==> config.mk <==
export PLATFORM = sky130hd
export DESIGN_NAME = swrs_cell
export DESIGN_NICKNAME = d
export VERILOG_FILES = /design/src/rtl/swrs_pkg.sv /design/src/rtl/swrs_cell.sv
export SDC_FILE = /design/constraint.sdc
export NUM_CORES = 1
export LEC_CHECK = 0
export ABC_AREA = 1
export BUFFER_PORTS_ARGS = -buffer_cell sky130_fd_sc_hd__clkbuf_2
export CAP_MARGIN = 25
export CORE_ASPECT_RATIO = 0.6
export CORE_UTILIZATION = 40
export DETAILED_ROUTE_END_ITERATION = 6
export GPL_TIMING_DRIVEN = 0
export PLACE_DENSITY = 0.86
export SYNTH_ARGS = -nofsm -noshare
export SYNTH_HDL_FRONTEND = slang
export SYNTH_SLANG_ARGS = --single-unit
==> constraint.sdc <==
create_clock -name i_clk -period 2.1 [get_ports i_clk]
set_input_delay 0.42 -clock i_clk [delete_from_list [all_inputs] [get_ports i_clk]]
set_output_delay 0.42 -clock i_clk [all_outputs]
set_load 0.05 [all_outputs]
==> src/rtl/swrs_pkg.sv <==
// ----------------------------------------------------------------------------
// swrs_pkg: shared definitions for the sliding-window rank selector
// Default sizes, configuration register indices and the control word
// that travels with each candidate through the row of cells.
// ----------------------------------------------------------------------------
package swrs_pkg;

    // Default sizes for the top-level parameters.
    localparam int WINDOW_MAX_DEF  = 64;
    localparam int SAMPLE_BITS_DEF = 16;

    // Width of each configuration register.
    localparam int CFG_BITS = 7;

    // Configuration register indices.
    localparam logic REG_WINDOW_LENGTH = 1'b0;
    localparam logic REG_RANK          = 1'b1;

    // Control word of a candidate moving along the cell row.
    typedef struct packed {
        logic vld;   // a candidate occupies this stage
        logic last;  // final candidate of the current request
    } t_tok_ctl;

endpackage

==> src/rtl/swrs_cell.sv <==
// ----------------------------------------------------------------------------
// swrs_cell: one cell of the rank-selection row
// Holds one window sample (cell IDX holds the IDX-th most recent sample),
// a feed copy that streams candidates towards the head of the row, and one
// stage of the candidate pipeline that counts smaller and not-greater values.
// ----------------------------------------------------------------------------
module swrs_cell #(
    parameter int IDX         = 0,
    parameter int SAMPLE_BITS = 16,
    parameter int CW          = 7
) (
    input  logic                          i_clk,
    input  logic                          i_rst_n,
    // sample shift line
    input  logic                          i_shift,
    input  logic signed [SAMPLE_BITS-1:0] i_sample,
    output logic signed [SAMPLE_BITS-1:0] o_sample,
    // candidate feed, moving towards cell 0
    input  logic                          i_scan,
    input  logic signed [SAMPLE_BITS-1:0] i_feed,
    output logic signed [SAMPLE_BITS-1:0] o_feed,
    // effective window length
    input  logic        [CW-1:0]          i_len,
    // candidate pipeline
    input  swrs_pkg::t_tok_ctl            i_ctl,
    input  logic signed [SAMPLE_BITS-1:0] i_cand,
    input  logic        [CW-1:0]          i_lt,
    input  logic        [CW-1:0]          i_le,
    output swrs_pkg::t_tok_ctl            o_ctl,
    output logic signed [SAMPLE_BITS-1:0] o_cand,
    output logic        [CW-1:0]          o_lt,
    output logic        [CW-1:0]          o_le
);
    import swrs_pkg::*;

    logic signed [SAMPLE_BITS-1:0] r_value;
    logic signed [SAMPLE_BITS-1:0] r_feed;
    t_tok_ctl                      r_ctl;
    logic signed [SAMPLE_BITS-1:0] r_cand;
    logic        [CW-1:0]          r_lt;
    logic        [CW-1:0]          r_le;
    logic                          w_in_win;
    logic                          w_less;
    logic                          w_not_greater;

    // The sample and its feed copy load together; the feed then streams on.
    always_ff @(posedge i_clk) begin
        if (i_shift) begin
            r_value <= i_sample;
            r_feed  <= i_sample;
        end else if (i_scan) begin
            r_feed  <= i_feed;
        end
    end

    // Only cells inside the current window take part in the count.
    assign w_in_win      = CW'(IDX) < i_len;
    assign w_less        = w_in_win && (r_value < i_cand);
    assign w_not_greater = w_in_win && (r_value <= i_cand);

    // Candidate stage control.
    always_ff @(posedge i_clk) begin
        if (!i_rst_n) begin
            r_ctl <= '0;
        end else begin
            r_ctl <= i_ctl;
        end
    end

    // Candidate stage payload with updated counts.
    always_ff @(posedge i_clk) begin
        r_cand <= i_cand;
        r_lt   <= i_lt + CW'(w_less);
        r_le   <= i_le + CW'(w_not_greater);
    end

    assign o_sample = r_value;
    assign o_feed   = r_feed;
    assign o_ctl    = r_ctl;
    assign o_cand   = r_cand;
    assign o_lt     = r_lt;
    assign o_le     = r_le;

endmodule

==> impl_results.md, run 1 <==
- Outcome: finished with violations
- Failing checks: negative setup slack
- Largest net degree at the start of global routing: 18
- Skew-Pair Late Insertion Delay: 0.33 ns
- CTS clock-pin slew for the worst setup and hold paths: 0.08 ns
- Combinational power share: 25.7%
- GRT overflow: 0
- Gr usage total: 19.3%
- Iteration-0 DRC Markers: 53
- Initial antenna violation count: 0
- Diodes inserted: 0
- Crit-path max FO: 2
- Initial core utilization: 43.1%
- Reg-to-Reg End: o_le[6]
- Main synth FF type: edfxtp_1
- Power per standard cell area: 902 nW/um^2
- CP Launch Type: flop
- Setup_tns: -0.0652 ns
- First-pass GRT wire length: 9600 um
- Fin nets: 481
- Maximum clock path buffer count: 2
- Final Util: 65.8%
- Rows: 21
- FF-to-FF path depth: 15
- Die Height: 63.1 um
- CTS tree: built
- I/O Pins: 139
- Final worst slack: -0.0335 ns
- Most numerous cell in the Yosys netlist: nand2_1
- Psw: 1.13 mW
- CTS buffer count: 9
- CTS Root Cell: clkbuf_8
- Die ar.: 6560 um^2
- Post-synth ARST share: 0%
- Port-buffer cells: 138
- Cell taking the most area after synthesis: edfxtp_1
- Synth Register Bits: 64
- Gate Count Post-Synth: 228
- Worst slew margin: 72.8%
- Reg2reg start: o_sample[9]
- Reg power frac: 43.2%
- Pre-CTS WS: -0.257 ns
- Vias in the first global route: 2048
- Vias/cell: 4.43
- WL final: 6010 um
- Hold path start: i_cand[8]
- Net switching share of the total power: 33.1%
- DRT Pass-1 Iters: 4
- Hold slack: 0.203 ns
- Syn_area_per_cell: 10.9 um^2
- Wirelength per Cell: 12.8 um
- Syn nets: 323
- Core footprint: 5780 um^2
- Peak supply drop: 0.471 mV
- Final Skew: 0.0118 ns
- MaxCap Viol Count: 0
- Final RePlAce weighted congestion: 0.751
- Synth cell types: 18
- Period utilization: 102%
- Worst Hold Depth: 1
- Pint: 2.29 mW
- Final Max Tran Viols: 0
- Synthesis warning total: 0
- Worst hold path type: primary input to flop
- Unrepaired setup endpoints after global routing: yes
- Layout cells sized above 1: 51.7%
- Top cell type's share of synthesized area: 38.6%
- Clk pwr share: 31.1%
- Post-DP HPWL: 4770 um
- P_leak: 1.94 nW
- Critical path type: flop to flop
- Max Freq: 0.469 GHz
- Worst setup EP type: flop
- Worst Max-Slew Pin Slew: 0.408 ns
- Register area share after synthesis: 64.3%
- CTS sink cnt: 64
- Overall Power: 3.43 mW
- Synth top cells by count: 72 x nand2_1, 32 x dfxtp_1, 32 x edfxtp_1
- Min cycle time layout: 2.13 ns
- Ranking of synthesized cells by area: edfxtp_1 39%, dfxtp_1 26%, nand2_1 11%
- H-tree depth: 3
- Synth-to-Final Area Change: 52.5%
- Count of flip-flops with a built-in enable after synthesis: 32
- Hold EP: o_cand[8]
- DRT antenna net count: 0
- Final setup violation count: 3
- R2R Setup Slk: -0.03 ns
- Synth Cell Area: 2490 um^2
- Required time of the critical path: 2.36 ns
- Die Wd: 104 um
- CP Data Arrival Time: 2.39 ns
- Final hold violations: 0
- Vias: 2087
- Number of remaining DRC errors: 0
critical path, cell delays in order (launching register included):
cell and delay (ns):
edfxtp_1 0.46, ha_4 0.25, nand2_2 0.06, nand2_1 0.04, nand3_1 0.06, nand2_1 0.06, a21oi_2 0.19, nand2_1 0.08
nand2_1 0.07, nand3_2 0.08, nand2_2 0.10, ha_4 0.15, ha_4 0.14, nand3_4 0.08, nor2_4 0.10, xor2_1 0.14
power by group through the flow:
stage	logic, mW	clock network (mW)	registers, mW
4_1_cts	0.850	1.10	1.48
3_5_place_dp	0.819	0	1.51
2_1_floorplan	0.168	0	1.90
3_3_place_gp	0.798	0	1.50
6_report	0.880	1.07	1.48
5_1_grt	0.948	1.17	1.49
registers in the layout, indices dropped and copies added, names as in the netlist:
name	count
o_cand	16
o_feed	16
o_sample	16
o_le	7
o_lt	7
o_ctl	2
per-stage QoR:
stage | cell area (um^2) | std cells
6_report | 3800 | 471
2_1_floorplan | 2580 | 228
4_1_cts | 3680 | 465
3_5_place_dp | 3370 | 446
5_1_grt | 3800 | 471
3_3_place_gp | 3370 | 446
how the worst max path moves through the flow:
stage / slack [ns] / cells past startpoint / start / endpoint
finish: -0.03 / 15 / o_sample[9] / o_le[6]
CTS: -0.08 / 13 / o_sample[9] / o_le[6]
floorplan: -0.16 / 12 / o_sample[9] / o_le[6]
global route: -0.21 / 15 / o_sample[5] / o_le[6]
global placement: -0.20 / 15 / i_cand[13] / o_le[6]
detailed placement: -0.26 / 15 / i_cand[13] / o_le[6]
area by class of cell:
class / count / area (um^2)
Timing Repair Buffer: 147 / 758
Fill cell: 475 / 1980
Clock inverter: 5 / 55.1
Sequential cell: 64 / 1600
Inverter: 29 / 109
Tap cell: 80 / 100
Buffer: 3 / 15.0
Multi-Input combinational cell: 132 / 1010
Clock buffer: 11 / 151
kinds of logic (layout without fill, tap and decap cells):
family,after synthesis,count (layout),synth area share (%)
xor+xnor,10,10,3.51
simple gates,94,94,15.5
buf+inv,32,195,4.97
compound gates,8,8,1.71
fa+ha+maj,20,20,10.0
flops,64,64,64.3
per-layer routing:
metal,share of wire [%],GRT usage (%),vias up,wire [um]
li1,-,-,1055,-
met1,44,23.2,939,2680
met2,47,31.9,86,2820
met3,7.8,7.97,7,471
met4,0.71,5.89,0,43
met5,0,0,-,0
placed cells by master, fill, tap and decap left out:
master	netlist	routed
nand3_1	6	1
a21o_1	1	1
clkbuf_2	0	138
o21ai_1	0	1
clkinvlp_4	0	2
buf_2	3	3
a21oi_2	0	1
nand4_1	2	2
edfxtp_1	32	32
nand2_1	72	65
a21oi_1	6	5
nand2_2	0	7
inv_1	29	28
inv_2	0	1
nand3_4	0	2
ha_4	0	12
nand3_2	1	4
ha_1	20	8
or2_2	1	1
nor3_1	3	1
clkinv_2	0	2
nor2_2	0	3
clkbuf_8	0	11
nor2_1	7	2
nor3_2	1	3
buf_4	0	9
bufinv_16	0	1
dfxtp_1	32	32
nor4_1	1	1
nor2_4	0	2
xor2_1	10	10
what timing repair did:
action / in CTS / in global routing
endpoints found under the setup margin: 7 / 12
gates resized for setup: 13 / 15
hold endpoints to repair: 0 / 0
setup buffers: 3 / 6
hold buffers: 0 / 0
pin swaps: 12 / 9
No activity file was read; power rests on OpenSTA's default activity.
==> inputs of run 2 (changes only) <==
Settings changed: PLACE_DENSITY 0.86 to default, PLACE_DENSITY_LB_ADDON from default to 0.08.
==> run 2 against run 1 <==
  * The run still ends with negative setup slack left
  * Utilization down 2.3 points
  * Wire length down 5.8%
  * Final cell count down 1.1%
  * Register-to-register slack worse by 0.07 ns
  * Setup slack worse by 0.071 ns
  * Critical endpoint unchanged
==> impl_results.md, run 2 (synthesis gave the netlist of run 1 again) <==
- Final hold violations: 0 (unchanged)
- Crit path buf inv count: 0 (unchanged)
- P_leak: 1.90 nW (-1.9%)
- Crit-path slowest cell: edfxtp_1
- DRT antenna net count: 0 (unchanged)
- CTS Root Cell: clkbuf_8
- Min cycle time layout: 2.20 ns (+0.0709 ns)
- Vias: 2028 (-2.8%)
- Vias/cell: 4.35 (-1.8%)
- CTS buffer count: 9 (unchanged)
- Die Wd: 104 um (unchanged)
- Peak supply drop: 0.397 mV (-16%)
- Critical path depth in cells: 13 (-2)
- First-pass GRT wire length: 8980 um (-6.5%)
- Outcome: finished with violations
- Critical path type: flop to flop
- DP Area: 3370 um^2 (unchanged)
- Unrepaired setup endpoints after global routing: yes
- I/O Pins: 139 (unchanged)
- WL final: 5660 um (-5.8%)
- Power per standard cell area: 891 nW/um^2 (-1.2%)
- Layout cells sized above 1: 47.4% (-4.3 points)
- Skew-Pair Late Insertion Delay: 0.33 ns (about the same)
- Worst slew margin: 69.0% (-3.8 points)
- Reg2reg start: o_sample[9]
- Reg-to-Reg End: o_le[6]
- Worst Max-Slew Pin Slew: 0.465 ns (+0.0576 ns)
- MaxCap Viol Count: 0 (unchanged)
- DRT Pass-1 Iters: 4 (unchanged)
- Synth-to-Final Area Change: 47.3%
- Pre-CTS WS: -0.227 ns (+0.0295 ns)
- Maximum clock path buffer count: 2 (unchanged)
- Largest stage delay, worst path: 0.49 ns (+0.03 ns)
- Crit-path leading delay family: simple AND/OR/NAND/NOR gates
- Rows: 21 (unchanged)
- Wirelength per Cell: 12.2 um (-4.8%)
- Dpl cells: 446 (unchanged)
- CTS sink cnt: 64 (unchanged)
- Worst setup path start: o_sample[9]
- Vias in the first global route: 1861 (-9.1%)
- FF-to-FF path depth: 13 (-2)
- R2R Setup Slk: -0.10 ns (-0.07 ns)
- Port-buffer cells: 138 (unchanged)
- Critical path destination: o_le[6]
- CP Launch Type: flop
- Die Height: 63.1 um (unchanged)
- Fill cells: 494 (+4.0%)
- Crit-path max FO: 2 (unchanged)
- Largest net degree at the start of global routing: 18 (unchanged)
- Final Max Tran Viols: 0 (unchanged)
- Most common cell after layout, fill and taps aside: clkbuf_2
- Die ar.: 6560 um^2 (unchanged)
- Fin nets: 476 (-1.0%)
- H-tree depth: 3 (unchanged)
- Final worst slack: -0.104 ns (-0.0709 ns)
- Worst hold path type: primary input to flop
- Core footprint: 5780 um^2 (unchanged)
- Post-DP HPWL: 4380 um (-8.3%)
- CP Data Arrival Time: 2.43 ns (+0.04 ns)
- Post-route insts no fill: 466 (-1.1%)
- Crit path cell chain: ha_4 -> nand4_1 -> nor3_2 -> nand2_1 -> nand2_1 -> nand2_1 -> nand3_2 -> nand2_2 -> ha_4 -> ha_4 -> nand3_4 -> nor2_4 -> xor2_1
- Hold Buf Count CTS: 0 (unchanged)
- Iteration-0 DRC Markers: 72 (+36%)
- Design area: 3670 um^2 (-3.4%)
- Required time of the critical path: 2.33 ns (-0.03 ns)
- Initial core utilization: 43.1% (unchanged)
- Final RePlAce weighted congestion: 0.760 (+1.2%)
- Final Skew: 0.00963 ns (-0.00220 ns)
- Worst setup EP type: flop
- Final setup violation count: 7 (+4)
- Hold slack: 0.196 ns (-0.00773 ns)
- CTS clock-pin slew for the worst setup and hold paths: 0.07 ns (about the same)
- Initial antenna violation count: 0 (unchanged)
- CTS tree: built
- Failing checks: negative setup slack
- Diodes inserted: 0 (unchanged)
- Most frequent cells in the layout: 138 x clkbuf_2, 71 x nand2_1, 32 x dfxtp_1, 32 x edfxtp_1, 28 x inv_1
- Gr usage total: 18.5% (-0.88 points)
- GRT overflow: 0 (unchanged)
- Period utilization: 105% (+3.4 points)
- Number of remaining DRC errors: 0 (unchanged)
- Max Freq: 0.454 GHz (-3.2%)
## run 2: cell count changes in the layout (fill, tap and decap cells not counted), moves of 2 or more
cell / change
nor2_1: +3
ha_1: +4
clkbuf_8: -2
buf_4: -5
nand2_1: +6
nand2_2: -6
ha_4: -4
nor2_2: -3
## run 2: timing repair
action	4_1_cts	5_1_grt
pin swaps	3	6
endpoints found under the setup margin	6	10
gates resized for setup	6	9
cloned	0	0
setup buffers	4	0
## run 2: worst reg2reg max path: stages, from the launching register on
cell	delay [ns]
edfxtp_1	0.49
ha_4	0.31
nand4_1	0.10
nor3_2	0.25
nand2_1	0.11
nand2_1	0.07
nand2_1	0.05
nand3_2	0.08
nand2_2	0.06
ha_4	0.17
ha_4	0.17
nand3_4	0.08
nor2_4	0.04
xor2_1	0.13
## run 2: worst min path at each step
| stage | startpoint | endpoint | depth (start not counted) |
|---|---|---|---|
| global route | i_cand[1] | o_cand[1] | 1 |
| finish | i_cand[1] | o_cand[1] | 1 |
| floorplan | i_cand[0] | o_cand[0] | 0 |
| detailed placement | i_cand[11] | o_cand[11] | 1 |
| global placement | i_cand[8] | o_cand[8] | 1 |
| CTS | i_cand[1] | o_cand[1] | 1 |
## run 2: per-layer routing
layer / up-vias / part of all wire [%] / track usage [%]
li1: 1045 / - / -
met1: 900 / 50 / 25.0
met2: 79 / 41 / 25.7
met3: 4 / 8.2 / 9.94
met4: 0 / 0.60 / 4.29
met5: - / 0 / 0
## run 2: layout make-up
| cell class | count | area [um^2] | area share (%) |
|---|---|---|---|
| tap | 80 | 100 | 2.73 |
| clock buffer | 11 | 153 | 4.16 |
| buffer | 3 | 15.0 | 0.409 |
| inverter | 29 | 109 | 2.97 |
| clock inverter | 5 | 30.0 | 0.818 |
| timing repair buffer | 142 | 721 | 19.6 |
| sequential | 64 | 1600 | 43.6 |
| multi-input combinational | 132 | 942 | 25.7 |
## run 2: per-stage QoR
stage	power [mW]	utilization [%]	TNS, ns
global route	3.45	63.5	-1.53
finish	3.27	63.5	-0.333
floorplan	2.07	-	-0.833
global placement	2.31	58.4	-0.921
detailed placement	2.32	58.4	-0.975
CTS	3.28	62.5	-0.121
## run 2: power by group
part           switching (mW)  internal [mW]
sequential             0.0439           1.43
clock                   0.454          0.494
combinational           0.617          0.226
==> inputs of run 3 (changes only) <==
Settings changed: PLACE_DENSITY_LB_ADDON 0.08 to 0.25.
==> run 3 against run 2 <==
  * The flow still finishes with violations (negative setup slack)
  * Critical path depth stayed put
  * Global-route usage rose by 0.46 points
  * Register-to-register slack gained 0.05 ns
  * Critical path type unchanged
  * Largest power group unchanged
==> impl_results.md, run 3 (synthesis gave the netlist of run 1 again) <==
- Fin nets: 481 (+1.1%)
- Largest stage delay, worst path: 0.47 ns (-0.02 ns)
- Most used cell, CP: ha_4
- GR Util met1: 22.6% (-2.4 points)
- Final RePlAce weighted congestion: 0.777 (+2.3%)
- Largest net degree at the start of global routing: 18 (unchanged)
- CP Data Arrival Time: 2.38 ns (-0.05 ns)
- Setup_tns: -0.0877 ns (+0.245 ns)
- Dpl cells: 446 (unchanged)
- Die Wd: 104 um (unchanged)
- Unrepaired setup endpoints after global routing: yes
- CTS clock-pin slew for the worst setup and hold paths: 0.07 ns (about the same)
- Top Usage Layer GRT: met2
- Wirelength per Cell: 12.6 um (+3.6%)
- CTS tree: built
- Post-DP HPWL: 4570 um (+4.5%)
- Initial antenna violation count: 0 (unchanged)
- First-pass GRT wire length: 9190 um (+2.4%)
- Most common cell after layout, fill and taps aside: clkbuf_2
- H-tree depth: 3 (unchanged)
- GRT overflow: 0 (unchanged)
- CTS buffer count: 9 (unchanged)
- Worst Max-Slew Pin Slew: 0.428 ns (-0.0373 ns)
- Maximum clock path buffer count: 2 (unchanged)
- Gr usage total: 18.9% (+0.46 points)
- Synth-to-Final Area Change: 53.2%
- Outcome: finished with violations
- Worst setup EP type: flop
- Critical path type: flop to flop
- Layout cells sized above 1: 50.3% (+2.8 points)
- Final Max Tran Viols: 0 (unchanged)
- Required time of the critical path: 2.32 ns (about the same)
- Max Freq: 0.464 GHz (+2.3%)
- Crit-path slowest cell: edfxtp_1
- CTS sink cnt: 64 (unchanged)
- Skew-Pair Late Insertion Delay: 0.34 ns (about the same)
- MaxCap Viol Count: 0 (unchanged)
- Die Height: 63.1 um (unchanged)
- Min cycle time layout: 2.15 ns (-0.0504 ns)
- Vias: 2051 (+1.1%)
- Period utilization: 103% (-2.4 points)
- DRT antenna net count: 0 (unchanged)
- Met2 Use GR: 28.8% (+3.2 points)
- Final worst slack: -0.0540 ns (+0.0504 ns)
- Initial core utilization: 43.1% (unchanged)
- Post-route insts no fill: 470 (+0.86%)
- Final setup violation count: 3 (-4)
- Worst hold path type: primary input to flop
- Hold slack: 0.193 ns (-0.00304 ns)
- P_leak: 1.96 nW (+3.0%)
- Number of remaining DRC errors: 0 (unchanged)
- Final Skew: 0.00979 ns (+0.000160 ns)
- Crit-path leading delay family: simple AND/OR/NAND/NOR gates
- Die ar.: 6560 um^2 (unchanged)
- Port-buffer cells: 138 (unchanged)
- Diodes inserted: 0 (unchanged)
- Vias/cell: 4.36 (+0.27%)
- Iteration-0 DRC Markers: 63 (-13%)
- Failing checks: negative setup slack
- CTS Root Cell: clkbuf_8
- Crit path cell chain: ha_4 -> nand4_1 -> nor3_4 -> nand2_2 -> nand2_1 -> nand2_1 -> nand3_2 -> nand2_2 -> ha_4 -> ha_4 -> nand3_4 -> nor2_4 -> xor2_1
- Final hold violations: 0 (unchanged)
- Peak supply drop: 0.488 mV (+23%)
- Crit-path max FO: 2 (unchanged)
- CP Launch Type: flop
- I/O Pins: 139 (unchanged)
- Vias in the first global route: 1981 (+6.4%)
- Core footprint: 5780 um^2 (unchanged)
- Crit path buf inv count: 0 (unchanged)
- Worst slew margin: 71.5% (+2.5 points)
- DRT Pass-1 Iters: 6 (+2)
- Grt met3 use: 9.42% (-0.52 points)
- Most frequent cells in the layout: 138 x clkbuf_2, 68 x nand2_1, 32 x dfxtp_1, 32 x edfxtp_1, 28 x inv_1
- WL final: 5920 um (+4.4%)
- Rows: 21 (unchanged)
- Power per standard cell area: 907 nW/um^2 (+1.9%)
## run 3: cell count changes in the layout (fill, tap and decap cells not counted), sizes merged
| cell | delta |
|---|---|
| clkinvlp | -1 |
| clkinv | -2 |
| buf | +5 |
| bufinv | +2 |
## run 3: where the power goes
part | total, mW | internal, mW | leakage [nW] | switching (mW)
clock | 1.10 | 0.658 | 0.103 | 0.440
sequential | 1.48 | 1.44 | 0.591 | 0.0452
combinational | 0.885 | 0.251 | 1.26 | 0.634
## run 3: final timing paths
| path | startpoint | end | slack, ns | cells after the start |
|---|---|---|---|---|
| worst min-delay path | i_cand[8] | o_cand[8] | 0.19 | 1 |
| worst max-delay path | o_sample[9] | o_le[6] | -0.05 | 13 |
| worst min register to register | o_sample[4] | o_le[0] | 1.03 | 6 |
| worst max register to register | o_sample[9] | o_le[6] | -0.05 | 13 |
## run 3: cell type report
type,instances,area [um^2]
Fill cell,484,1960
Sequential cell,64,1600
Multi-Input combinational cell,132,1030
Timing Repair Buffer,147,762
Clock buffer,11,131
Inverter,29,109
Tap cell,80,100
Clock inverter,4,70.1
Buffer,3,15.0
## run 3: worst register-to-register path, stage by stage (launching register included)
cell	delay, ns
edfxtp_1	0.47
ha_4	0.32
nand4_1	0.15
nor3_4	0.17
nand2_2	0.08
nand2_1	0.06
nand2_1	0.05
nand3_2	0.07
nand2_2	0.06
ha_4	0.18
ha_4	0.17
nand3_4	0.07
nor2_4	0.04
xor2_1	0.14
## run 3: what timing repair did
action,4_1_cts,5_1_grt
buffers inserted,3,6
hold buffers,0,0
pin swaps,6,16
resized for setup,16,15
endpoints found under the setup margin,6,10
cloned,0,0
## run 3: routing by layer
| metal | vias up | part of all wire, % |
|---|---|---|
| met5 | - | 0 |
| met4 | 0 | 1.5 |
| met3 | 9 | 9.5 |
| met2 | 82 | 46 |
| met1 | 908 | 43 |
| li1 | 1052 | - |
## run 3: per-stage QoR
step	power, mW	util [%]	instance area, um^2	setup WS [ns]
after detailed placement	2.32	58.4	3370	-0.222
after CTS	3.45	63.4	3660	-0.0303
after floorplan	2.07	-	2580	-0.164
after global placement	2.30	58.4	3370	-0.186
after global routing	3.63	66.1	3820	-0.166
final	3.46	66.1	3820	-0.0540
